File: src/hw/rtl/box_smooth_3d_27pt_macros.svh
// assertion macros shared by the box smoothing rtl
`ifndef BOX_SMOOTH_3D_27PT_MACROS_SVH
`define BOX_SMOOTH_3D_27PT_MACROS_SVH

// property that must hold at every clock edge out of reset
`define BS27_ASSERT(lbl, prop, msg) \
  lbl: assert property (@(posedge clk_i) disable iff (!rst_ni) (prop)) else $error(msg);

// antecedent at one edge, consequent at the next edge
`define BS27_ASSERT_NEXT(lbl, ante, cons, msg) \
  lbl: assert property (@(posedge clk_i) disable iff (!rst_ni) (ante) |=> (cons)) else $error(msg);

`endif

File: src/hw/rtl/bs27_pkg.sv
// shared constants and types of the 27-point box smoothing block
package bs27_pkg;

  // configuration register geometry
  localparam int unsigned SIZE_BITS     = 8;
  localparam int unsigned SIZE_CAP      = 254;
  localparam int unsigned ADDR_BITS     = 4;
  localparam int unsigned DATA_BITS     = 32;

  // rounded mean: floor((sum + ROUND_BIAS) / DIVISOR)
  localparam int unsigned DIVISOR       = 27;
  localparam int unsigned ROUND_BIAS    = 13;

  // result queue
  localparam int unsigned FIFO_DEPTH    = 16;
  localparam int unsigned FIFO_PTR_BITS = $clog2(FIFO_DEPTH);

  // register indexes (word address)
  typedef enum logic [1:0] {
    REG_SIZE_X = 2'd0,
    REG_SIZE_Y = 2'd1,
    REG_SIZE_Z = 2'd2
  } reg_idx_e;

  // control that travels alongside a sum through the rounding pipeline
  typedef struct packed {
    logic valid;
    logic last;
  } tag_t;

endpackage

File: src/hw/rtl/bs27_round.sv
// pipelined rounded division of a 27-sample sum by 27
module bs27_round #(
  parameter int unsigned SAMPLE_BITS = 16
) (
  input  logic                          clk_i,
  input  logic                          rst_ni,
  input  logic signed [SAMPLE_BITS+4:0] sum_i,
  input  bs27_pkg::tag_t                tag_i,
  output logic signed [SAMPLE_BITS-1:0] smoothed_o,
  output bs27_pkg::tag_t                tag_o
);

  localparam int unsigned SB  = SAMPLE_BITS;
  localparam int unsigned EW  = SB + 6;       // extended width for the offset add
  localparam int unsigned W   = SB + 5;       // offset sum, always non-negative
  localparam int unsigned MW  = W - 4;        // reciprocal width
  localparam int unsigned H   = W / 2;        // low half of the split multiply
  localparam int unsigned HW  = W - H;        // high half width
  localparam int unsigned PHW = HW + MW;
  localparam int unsigned PLW = H + MW;
  localparam int unsigned PW  = W + MW;

  // bias that makes the dividend non-negative and rounds to nearest
  localparam longint OFFSET_VAL = longint'(bs27_pkg::ROUND_BIAS)
                                + longint'(bs27_pkg::DIVISOR) * (longint'(1) << (SB - 1));
  localparam logic [EW-1:0] OFFSET = EW'(OFFSET_VAL);
  // floor(2^W / 27), quotient estimate is exact or one low
  localparam logic [MW-1:0] RECIP  = MW'((64'd1 << W) / 64'(bs27_pkg::DIVISOR));

  bs27_pkg::tag_t tag_a_q, tag_b_q, tag_c_q, tag_o_q;
  logic [W-1:0]   t_a_q, t_b_q, t_c_q;
  logic [PHW-1:0] ph_q;
  logic [PLW-1:0] pl_q;
  logic [SB-1:0]  q0_c_q;
  logic signed [SB-1:0] smoothed_q;

  logic [EW-1:0]  t_ext;
  logic [PW-1:0]  prod;
  logic [W-1:0]   rem;
  logic [SB-1:0]  quot;

  // stage a: biased dividend
  assign t_ext = EW'(sum_i) + OFFSET;

  // stage c: combine partial products
  assign prod = (PW'(ph_q) << H) + PW'(pl_q);

  // stage d: remainder check and one-step correction
  assign rem  = t_c_q - W'(q0_c_q) * W'(bs27_pkg::DIVISOR);
  assign quot = (rem >= W'(bs27_pkg::DIVISOR)) ? q0_c_q + 1'b1 : q0_c_q;

  // control pipeline
  always_ff @(posedge clk_i or negedge rst_ni) begin
    if (!rst_ni) begin
      tag_a_q <= '0;
      tag_b_q <= '0;
      tag_c_q <= '0;
      tag_o_q <= '0;
    end else begin
      tag_a_q <= tag_i;
      tag_b_q <= tag_a_q;
      tag_c_q <= tag_b_q;
      tag_o_q <= tag_c_q;
    end
  end

  // data pipeline
  always_ff @(posedge clk_i) begin
    t_a_q      <= t_ext[W-1:0];
    ph_q       <= PHW'(t_a_q[W-1:H]) * PHW'(RECIP);
    pl_q       <= PLW'(t_a_q[H-1:0]) * PLW'(RECIP);
    t_b_q      <= t_a_q;
    q0_c_q     <= prod[W+SB-1:W];
    t_c_q      <= t_b_q;
    // quotient is offset by half the range: flip the sign bit
    smoothed_q <= signed'({~quot[SB-1], quot[SB-2:0]});
  end

  assign smoothed_o = smoothed_q;
  assign tag_o      = tag_o_q;

endmodule

File: config.mk
export PLATFORM = sky130hd
export DESIGN_NAME = bs27_round
export DESIGN_NICKNAME = d
export VERILOG_FILES = /design/src/hw/rtl/box_smooth_3d_27pt_macros.svh /design/src/hw/rtl/bs27_pkg.sv /design/src/hw/rtl/bs27_round.sv
export SDC_FILE = /design/constraint.sdc
export NUM_CORES = 1
export LEC_CHECK = 0
export BUFFER_PORTS_ARGS = -buffer_cell sky130_fd_sc_hd__buf_2
export CORE_ASPECT_RATIO = 2
export CORE_MARGIN = 1
export CORE_UTILIZATION = 25
export CTS_CLUSTER_DIAMETER = 60
export DETAILED_ROUTE_END_ITERATION = 10
export MAX_ROUTING_LAYER = met4
export PLACE_DENSITY = 0.37
export SLEW_MARGIN = 15
export SYNTH_ARGS = -nofsm -noshare
export SYNTH_HDL_FRONTEND = slang
export SYNTH_SLANG_ARGS = --single-unit
File: constraint.sdc
create_clock -name clk_i -period 6.5 [get_ports clk_i]
set_input_delay 0.975 -clock clk_i [delete_from_list [all_inputs] [get_ports clk_i]]
set_output_delay 0.975 -clock clk_i [all_outputs]
set_load 0.02 [all_outputs]
# ---- Word-level counts from Yosys, hierarchy flattened
# Index checks and enable logic that the tools add are counted.
dict set report totals {
  reg_bits 151
  input_bits 25
  out_inout_bits 18
  wordCells 25
}
dict set report op_classes {
  add_sub_neg 4
  multipliers 3
  order_cmp 1
  muxes 1
  bitwise_logic 1
}
# op n
set op_table {}
lappend op_table {{adder 37 x 27 -> 37 bit} 1}
lappend op_table {{multiplier 10 x 14 -> 24 bit, second input constant} 1}
lappend op_table {{multiplier 11 x 14 -> 24 bit, second input constant} 1}
lappend op_table {{adder 21 bit, second input constant} 1}
lappend op_table {{greater-or-equal comparator 21 x 5 -> 1 bit, second input constant} 1}
lappend op_table {{multiplier 16 x 5 -> 21 bit, second input constant} 1}
lappend op_table {{subtractor 21 bit} 1}
lappend op_table {{adder 16 x 1 -> 16 bit, second input constant} 1}
lappend op_table {{two-way mux 16 bit} 1}
lappend op_table {{inverter 1 bit} 1}

# ---- Longest topological paths before layout
# Gate-level depths: netlist (run 1).
dict set report depth {
  depth_word 5
  mapped_depth 20
  mapped_depth_nobuf 20
}

# ---- Worst setup path after synthesis (run 1)
# Ideal clock, no wire load.
dict set report synth_timing {
  kind {register to register}
  start {reg t_a_q[8]}
  end {reg pl_q[25]}
  setup_ns 0.123
  t_arrival_ns 4.794
  required_time_ns 6.377
  setup_slack_ns 1.583
  stages_incl_launch_ff 21
  n_path_buf 0
  synth_period_minus_slack_ns 4.917
  cell_sequence {dfxtp_1 -> ha_1 -> inv_1 -> fa_1 -> inv_1 -> fa_1 -> inv_1 -> fa_1 -> inv_1 -> fa_1 -> ha_1 -> nor3_1 -> nand2_1 -> o211ai_1 -> a31oi_1 -> o31a_1 -> o211a_1 -> o21a_1 -> o21ai_0 -> a21oi_1 -> xor2_1}
}
dict set report synth_via {
  elab_chain_cells 1
}
# element line_no
set synth_rtl {}
lappend synth_rtl {{start: declaration} bs27_round.sv:31} ;# logic [W-1:0] t_a_q, t_b_q, t_c_q;
lappend synth_rtl {{start signal: assignment} bs27_round.sv:69} ;# t_a_q <= t_ext[W-1:0];
lappend synth_rtl {{multiplier 10 x 14 -> 24 bit} bs27_round.sv:71} ;# pl_q <= PLW'(t_a_q[H-1:0]) * PLW'(RECIP);
lappend synth_rtl {{end signal: assignment} bs27_round.sv:71}
lappend synth_rtl {{end: declaration} bs27_round.sv:33} ;# logic [PLW-1:0] pl_q;
# No other way between the ends.

# ---- Worst setup path in the final report (run 1)
dict set report layout_timing {
  start {reg t_a_q[5]}
  end {reg pl_q[25]}
}
# Same word-level chain as after synthesis.

==> out/results.ini, run 1 <==
[place]
dpl.hpwl_um=26100
place_congestion=0.831
io_buffers=42
place_ws_ns=0.994

[critical_path]
cp-end-kind=register
path_class=register to register
timing.critical_path.fanout_max=7
worstPathRequired_ns=6.83
arrival_ns=5.77
critPathLaunchType=register

[cells_and_area]
layout_commonest_cell=inv_1
area_growth_pct=13.1
drive_above_1_share_pct=7.02
layout.cells.most_common_list=inv_1 (271), ha_1 (223), fa_1 (137)
fin_nets=1654
insertedDiodeCount=0

[route]
drc_errors=0
drt-vias-per-instance=4.11
wirelength_um=29700
routedWlPerCell_um=15.5
drt-initial-drc-count=208
ant_nets=0
firstDrtPassIters=4
dr_total_vias=7897

[global_routing]
grt_max_degree=17
grt_overflow=0
grt_first_pass_wirelength_um=47200
grtUsageTotal_pct=13.4
grt_pass1_vias=8798
antenna_found_initial=0

[floorplan]
die_w_um=158
num_io_pins=43
std_cell_rows=114
dieArea_um2=49700
core_area_um2=48200
die_h_um=314
start_util_pct=25.3

[timing]
max_clock_freq_ghz=0.184
finalCriticalPeriod_ns=5.44
fin_skew_ns=0.0119
hold_slack_ns=0.324
setup_violations=0
rsz0062_at_grt=false
finalMaxSlewViolations=0
finalHoldViolCount=0
fin_crit_sh_pct=83.7
timing.final.ws_setup_ns=1.06
fin_setup_tns_ns=0
tightest_slew_ns=0.734
slew_headroom_pct=51.0

[cts]
cts_setup_buffers=0
cts_resized=0
clk_pin_slew_ns=0.07
cts_root_buf=clkbuf_16
cts.sinks=139
cts-htree-levels=4
cts_tree=built
clk_path_buf_depth=2
numCtsBuffers=17
worstSkewPairLatency_ns=0.45
ctsHoldBuffers=0

[synthesis]
async_reset_ff_share_pct=5.76
synthTopCellsByArea=ha_1 (23%), fa_1 (22%), dfxtp_1 (21%)
yosysSeqAreaShare_pct=23.1
synthDistinctLibCells=68
synthFlopType=dfxtp_1
syn_area_per_cell_um2=10.1
yosys.area.top_type=ha_1
ys_ff_latch=139
synthCells=1211
synth_edf_count=0
ys.warnings.count=0
yosysTopAreaCellShare_pct=22.9
synth_nets=1596
synth_area_um2=12200

[min_path]
hold_path.class=register to register

[flow_run]
max_cap_viol_count=0

[outcome]
outcome=complete, no violations

## layout make-up
class,instances,area [um^2]
Clock buffer,17,425
Clock inverter,15,178
Fill cell,5208,34400
Inverter,271,1020
Multi-Input combinational cell,796,8330
Sequential cell,139,2820
Tap cell,638,798
Timing Repair Buffer,44,225
## per-layer routing
layer / GRT usage [%] / up-vias / wire, um / part of all wire, %
met2: 27.5 / 71 / 18600 / 63
met5: - / - / 0 / 0
met1: 11.5 / 3785 / 9760 / 33
li1: - / 4005 / - / -
met4: 6.01 / 0 / 932 / 3.1
met3: 1.68 / 36 / 447 / 1.5
## through the flow
stage	instance area [um^2]	util, %	cells
after floorplan	12200	-	1211
after global placement	13200	27.4	1888
after detailed placement	13200	27.4	1888
after CTS	13800	28.6	1920
after global routing	13800	28.6	1920
final	13800	28.6	1920
## final timing paths
| check | from | endpoint | slack, ns | cells after the start |
|---|---|---|---|---|
| max in group asynchronous | rst_ni | tag_a_q[1]$_DFF_PN0_ | 6.00 | 1 |
| min | t_b_q[19]$_DFF_P_ | t_c_q[19]$_DFF_P_ | 0.32 | 0 |
| min in group asynchronous | rst_ni | tag_c_q[0]$_DFF_PN0_ | 0.35 | 1 |
| max | t_a_q[5]$_DFF_P_ | pl_q[25]$_DFF_P_ | 1.06 | 17 |
| min reg2reg | t_b_q[19]$_DFF_P_ | t_c_q[19]$_DFF_P_ | 0.32 | 0 |
| max reg2reg | t_a_q[5]$_DFF_P_ | pl_q[25]$_DFF_P_ | 1.06 | 17 |
## registers in the layout, indices dropped and copies added, names as in the netlist
| signal | count |
|---|---|
| tag_c_q | 2 |
| ph_q | 22 |
| q0_c_q | 16 |
| t_c_q | 21 |
| tag_o | 2 |
| pl_q | 14 |
| t_a_q | 21 |
| tag_b_q | 2 |
| t_b_q | 21 |
| tag_a_q | 2 |
| smoothed_o | 16 |
## cell usage after synthesis (5+ instances only)
cell,instances
o211ai_1,6
nor2b_1,6
and3_1,8
nor2_1,59
nand4_1,7
fa_1,137
nor4_1,6
xor2_1,28
o21ai_0,28
nand3_1,17
a21oi_1,35
inv_1,271
nand2_1,38
a211oi_1,6
nor3_1,21
o21a_1,18
o22ai_1,5
nand2b_1,9
dfxtp_1,131
ha_1,223
or3_1,6
dfrtp_1,8
xnor2_1,60
a21o_1,6
## cell families (layout without fill, tap and decap cells)
family | after synthesis | after routing | synth area share [%]
DFF | 139 | 139 | 23.1
adders and majority gates | 360 | 360 | 45.4
muxes | 4 | 4 | 0.369
and+or+nand+nor | 197 | 197 | 8.15
xor gates and xnor gates | 88 | 88 | 6.32
AOI/OAI and AO/OA | 147 | 147 | 8.09
buffers and inverters | 276 | 347 | 8.57
## worst max-delay path: stages, from the launching register on
cell and delay (ns):
dfxtp_1 0.64, fa_1 0.50, inv_1 0.12, fa_1 0.43, fa_1 0.56, inv_1 0.06
fa_1 0.50, ha_1 0.32, ha_1 0.33, o21a_1 0.20, o211ai_1 0.15, a31oi_1 0.12
o31a_1 0.35, o211a_1 0.26, o21a_1 0.19, o21ai_0 0.31, a21oi_1 0.13, xor2_1 0.16
Power of run 1 is not shown: default switching activity piles up to over one toggle a cycle in this logic, so the estimate is an artifact.
==> inputs of run 2 (changes only) <==
--- a/config.mk
+++ b/config.mk
@@ -12,7 +12,7 @@
 export CTS_CLUSTER_DIAMETER = 60
 export DETAILED_ROUTE_END_ITERATION = 10
 export MAX_ROUTING_LAYER = met4
-export PLACE_DENSITY = 0.37
+export PLACE_DENSITY = 0.38
 export SLEW_MARGIN = 15
 export SYNTH_ARGS = -nofsm -noshare
 export SYNTH_HDL_FRONTEND = slang
==> constraint.sdc (replaced) <==
create_clock -name clk_i -period 4.75 [get_ports clk_i]
set_input_delay 0.7125 -clock clk_i [delete_from_list [all_inputs] [get_ports clk_i]]
set_output_delay 0.7125 -clock clk_i [all_outputs]
set_load 0.02 [all_outputs]
==> out/results.ini, run 2 (synthesis gave the netlist of run 1 again) <==
[cells_and_area]
layout_commonest_cell=inv_1
max_flop_register=ph_q
layout.cells.most_common_list=inv_1 (239), ha_1 (196), buf_4 (161)
drive_above_1_share_pct=28.3
fin_nets=1825
n_fill_cell=5083
insertedDiodeCount=0
area_growth_pct=31.0
largest_reg_flops=22

[floorplan]
start_util_pct=25.3
core_area_um2=48200
die_w_um=158
std_cell_rows=114
die_h_um=314
num_io_pins=43
dieArea_um2=49700

[global_routing]
grt_first_pass_wirelength_um=47900
grt_max_degree=17
grt_overflow=0
grtUsageTotal_pct=13.4
antenna_found_initial=0
grt_pass1_vias=9401

[timing]
finalHoldViolCount=0
hold_slack_ns=0.0942
slew_headroom_pct=49.7
rsz0062_at_grt=true
setup_violations=4
tightest_slew_ns=0.753
timing.final.ws_setup_ns=-0.0776
fin_crit_sh_pct=102
max_clock_freq_ghz=0.207
finalCriticalPeriod_ns=4.83
fin_skew_ns=0.00931
finalMaxSlewViolations=0

[place]
dpl.hpwl_um=26800
place_congestion=0.800
io_buffers=42

[min_path]
hold_path.class=input pin to async pin

[route]
wirelength_um=30800
routedWlPerCell_um=14.7
dr_total_vias=8611
firstDrtPassIters=4
drt-vias-per-instance=4.12
drt-initial-drc-count=145
drc_errors=0
ant_nets=0

[cts]
clk_path_buf_depth=2
clk_pin_slew_ns=0.07
cts_root_buf=clkbuf_16
ctsHoldBuffers=0
cts.sinks=139
numCtsBuffers=17
cts-htree-levels=4
cts_tree=built
worstSkewPairLatency_ns=0.44

[critical_path]
setup.reg_to_reg.worst_slack_ns=-0.08
startpoint=t_a_q[3]$_DFF_P_
crit_path_max_incr_delay_ns=0.51
cp_slowest_cell=fa_1
critPathLaunchType=register
cp-endpoint=pl_q[23]$_DFF_P_
path_class=register to register
cp-end-kind=register
reg2regPathDepth=21
worstPathRequired_ns=5.12
timing.critical_path.fanout_max=3
arrival_ns=5.20
crit_path_cell_trace=buf_6 > ha_4 > inv_2 > fa_1 > inv_1 > fa_1 > inv_2 > fa_1 > inv_2 > fa_2 > ha_4 > o21a_1 > o211ai_1 > a31oi_2 > o31a_1 > o211a_1 > o21a_1 > buf_4 > buf_6 > nor2_4 > xnor2_2
r2r_start=t_a_q[3]$_DFF_P_
r2r-end=pl_q[23]$_DFF_P_

[outcome]
violations=setup timing
outcome=finished with violations

[flow_run]
max_cap_viol_count=0

==> run 2: cell count changes in the layout (fill, tap and decap cells not counted), moves of 9 or more <==
cell     change
ha_4        +27
inv_1       -32
nor2_1       -9
inv_2       +29
buf_4      +159
dfxtp_1     -24
dfxtp_2     +18
ha_1        -27
==> run 2: worst min path at each step <==
stage	from	end	slack, ns	cells past startpoint
floorplan	t_b_q[0]$_DFF_P_	t_c_q[0]$_DFF_P_	0.31	0
global placement	t_b_q[8]$_DFF_P_	t_c_q[8]$_DFF_P_	0.31	0
detailed placement	t_b_q[14]$_DFF_P_	t_c_q[14]$_DFF_P_	0.31	0
CTS	rst_ni	tag_b_q[0]$_DFF_PN0_	0.07	1
global route	rst_ni	tag_b_q[0]$_DFF_PN0_	0.08	1
finish	rst_ni	tag_b_q[0]$_DFF_PN0_	0.09	1
==> run 2: area by class of cell <==
type                            instances  area (um^2)  area share, %
Clock buffer                           18          439           2.75
Clock inverter                         14          164           1.03
Inverter                              271         1020           6.41
Multi-Input combinational cell        796         9100           56.9
Sequential cell                       139         2870           17.9
Tap cell                              638          798           4.99
Timing Repair Buffer                  215         1590           9.93
==> run 2: worst max-delay path, delay by kind of cell, from the launching register on <==
| family | cells | cell delay [ns] |
|---|---|---|
| adder cells (fa/ha/maj) | 6 | 2.36 |
| AO/OA/AOI/OAI | 6 | 1.27 |
| buffers and inverters | 7 | 0.54 |
| flip-flops | 1 | 0.36 |
| AND/OR/NAND/NOR | 1 | 0.11 |
| XOR/XNOR | 1 | 0.11 |
==> run 2: timing repair <==
item / in CTS / in global routing
endpoints found under the setup margin: 20 / 27
pin swaps: 42 / 99
setup buffers: 6 / 13
gates resized for setup: 54 / 138
cloned: 0 / 0
==> run 2: routing by layer <==
metal	track usage, %	share of wire, %	vias to the layer above
met5	-	0	-
met4	4.72	2.2	0
met3	1.32	1.3	31
met2	28.5	63	59
met1	11.4	33	4171
li1	-	-	4350
==> run 2: stage by stage <==
step	area, um^2	setup WS, ns	setup TNS, ns	std cells	util [%]
2_1_floorplan	12200	0.00128	0	1211	-
3_3_place_gp	14400	-0.233	-1.54	2041	29.9
3_5_place_dp	14400	-0.277	-2.05	2041	29.9
4_1_cts	15300	-0.115	-0.337	2079	31.7
5_1_grt	16000	-0.249	-3.59	2091	33.2
6_report	16000	-0.0776	-0.243	2091	33.2
Power of run 2 is left out for the same reason.
==> inputs of run 3 (changes only) <==
--- a/config.mk
+++ b/config.mk
@@ -13,6 +13,7 @@
 export DETAILED_ROUTE_END_ITERATION = 10
 export MAX_ROUTING_LAYER = met4
 export PLACE_DENSITY = 0.38
+export SKIP_LAST_GASP = 1
 export SLEW_MARGIN = 15
 export SYNTH_ARGS = -nofsm -noshare
 export SYNTH_HDL_FRONTEND = slang
==> out/results.ini, run 3 (synthesis gave the netlist of run 1 again) <==
[timing]
finalMaxSlewViolations=0
setup_violations=4
tightest_slew_ns=0.768
slew_headroom_pct=48.7
finalCriticalPeriod_ns=4.83
timing.final.ws_setup_ns=-0.0783
max_clock_freq_ghz=0.207
finalHoldViolCount=0
fin_crit_sh_pct=102
hold_slack_ns=0.0926
rsz0062_at_grt=true
fin_skew_ns=0.0101

[place]
place_congestion=0.800
io_buffers=42
dpl.hpwl_um=26800
place_ws_ns=-0.277

[route]
dr_total_vias=8620
drt-initial-drc-count=173
firstDrtPassIters=5
wirelength_um=30800
drt-vias-per-instance=4.12
drc_errors=0
routedWlPerCell_um=14.7
ant_nets=0

[global_routing]
grt_pass1_vias=9399
grtUsageTotal_pct=13.4
grt_first_pass_wirelength_um=47800
grt_overflow=0
antenna_found_initial=0
grt_max_degree=17

[cells_and_area]
fin_nets=1824
layout.cells.most_common_list=inv_1 (241), ha_1 (197), buf_4 (161)
area_growth_pct=30.3
layout_commonest_cell=inv_1
drive_above_1_share_pct=27.5
n_fill_cell=5094
max_flop_register=ph_q
insertedDiodeCount=0
largest_reg_flops=22

[critical_path]
critPathLaunchType=register
worstPathRequired_ns=5.12
arrival_ns=5.20
timing.critical_path.fanout_max=3
path_class=register to register
cp-end-kind=register

[floorplan]
die_h_um=314
start_util_pct=25.3
std_cell_rows=114
num_io_pins=43
die_w_um=158
core_area_um2=48200
dieArea_um2=49700

[outcome]
violations=setup timing
outcome=finished with violations

[flow_run]
max_cap_viol_count=0

[cts]
cts_root_buf=clkbuf_16
cts-htree-levels=4
numCtsBuffers=17
cts.sinks=139
clk_path_buf_depth=2
clk_pin_slew_ns=0.07
cts_tree=built
worstSkewPairLatency_ns=0.44

[min_path]
hold_path.class=input pin to async pin

[run 3: changes by cell type in the layout (fill, tap and decap cells not counted), sizes merged]
cell | previous run | this run
buf | 215 | 214
[run 3: area by class of cell]
class / count / area [um^2] / share of cell area (%)
clock buffers: 18 / 439 / 2.76
clock inverters: 14 / 164 / 1.03
inverters: 271 / 1020 / 6.43
multi-input cells: 796 / 9030 / 56.8
flip-flops and latches: 139 / 2870 / 18.0
well taps: 638 / 798 / 5.02
repair buffers: 214 / 1570 / 9.89
[run 3: per-layer routing]
layer	track usage [%]	routed length, um
met3	1.32	400
met5	-	0
met1	11.4	10200
met2	28.5	19600
met4	4.72	676
[run 3: worst paths after layout]
check	cells past startpoint	slack, ns	from	endpoint
worst max-delay path	21	-0.08	t_a_q[3]$_DFF_P_	pl_q[23]$_DFF_P_
worst min-delay path	1	0.09	rst_ni	tag_b_q[0]$_DFF_PN0_
worst max register to register	21	-0.08	t_a_q[3]$_DFF_P_	pl_q[23]$_DFF_P_
worst min register to register	0	0.32	t_b_q[14]$_DFF_P_	t_c_q[14]$_DFF_P_
max in group asynchronous	1	4.50	rst_ni	tag_c_q[0]$_DFF_PN0_
min in group clk_i	0	0.32	t_b_q[14]$_DFF_P_	t_c_q[14]$_DFF_P_
[run 3: what timing repair did]
item,CTS,global route
hold buffers,0,0
setup buffers,6,11
setup endpoints to repair,20,27
resized for setup,51,125
pin swaps,42,91
[run 3: metrics by stage]
step | cell area, um^2 | instances | setup TNS [ns] | utilization [%]
3_3_place_gp | 14400 | 2041 | -1.54 | 29.9
4_1_cts | 15300 | 2079 | -0.361 | 31.6
3_5_place_dp | 14400 | 2041 | -2.05 | 29.9
5_1_grt | 15900 | 2090 | -2.03 | 33.0
2_1_floorplan | 12200 | 1211 | 0 | -
6_report | 15900 | 2090 | -0.249 | 33.0
[run 3: critical path: stages (launching register included)]
cell and delay [ns]:
dfxtp_4 0.36, buf_6 0.13, ha_4 0.27, inv_2 0.03, fa_1 0.47, inv_1 0.05, fa_1 0.51, inv_2 0.04
fa_1 0.49, inv_2 0.04, fa_2 0.37, ha_4 0.25, o21a_1 0.18, o211ai_1 0.22, a31oi_2 0.08, o31a_1 0.33
o211a_1 0.25, o21a_1 0.21, buf_4 0.14, buf_6 0.11, nor2_4 0.11, xnor2_2 0.11
Power of run 3 is left out for the same reason.
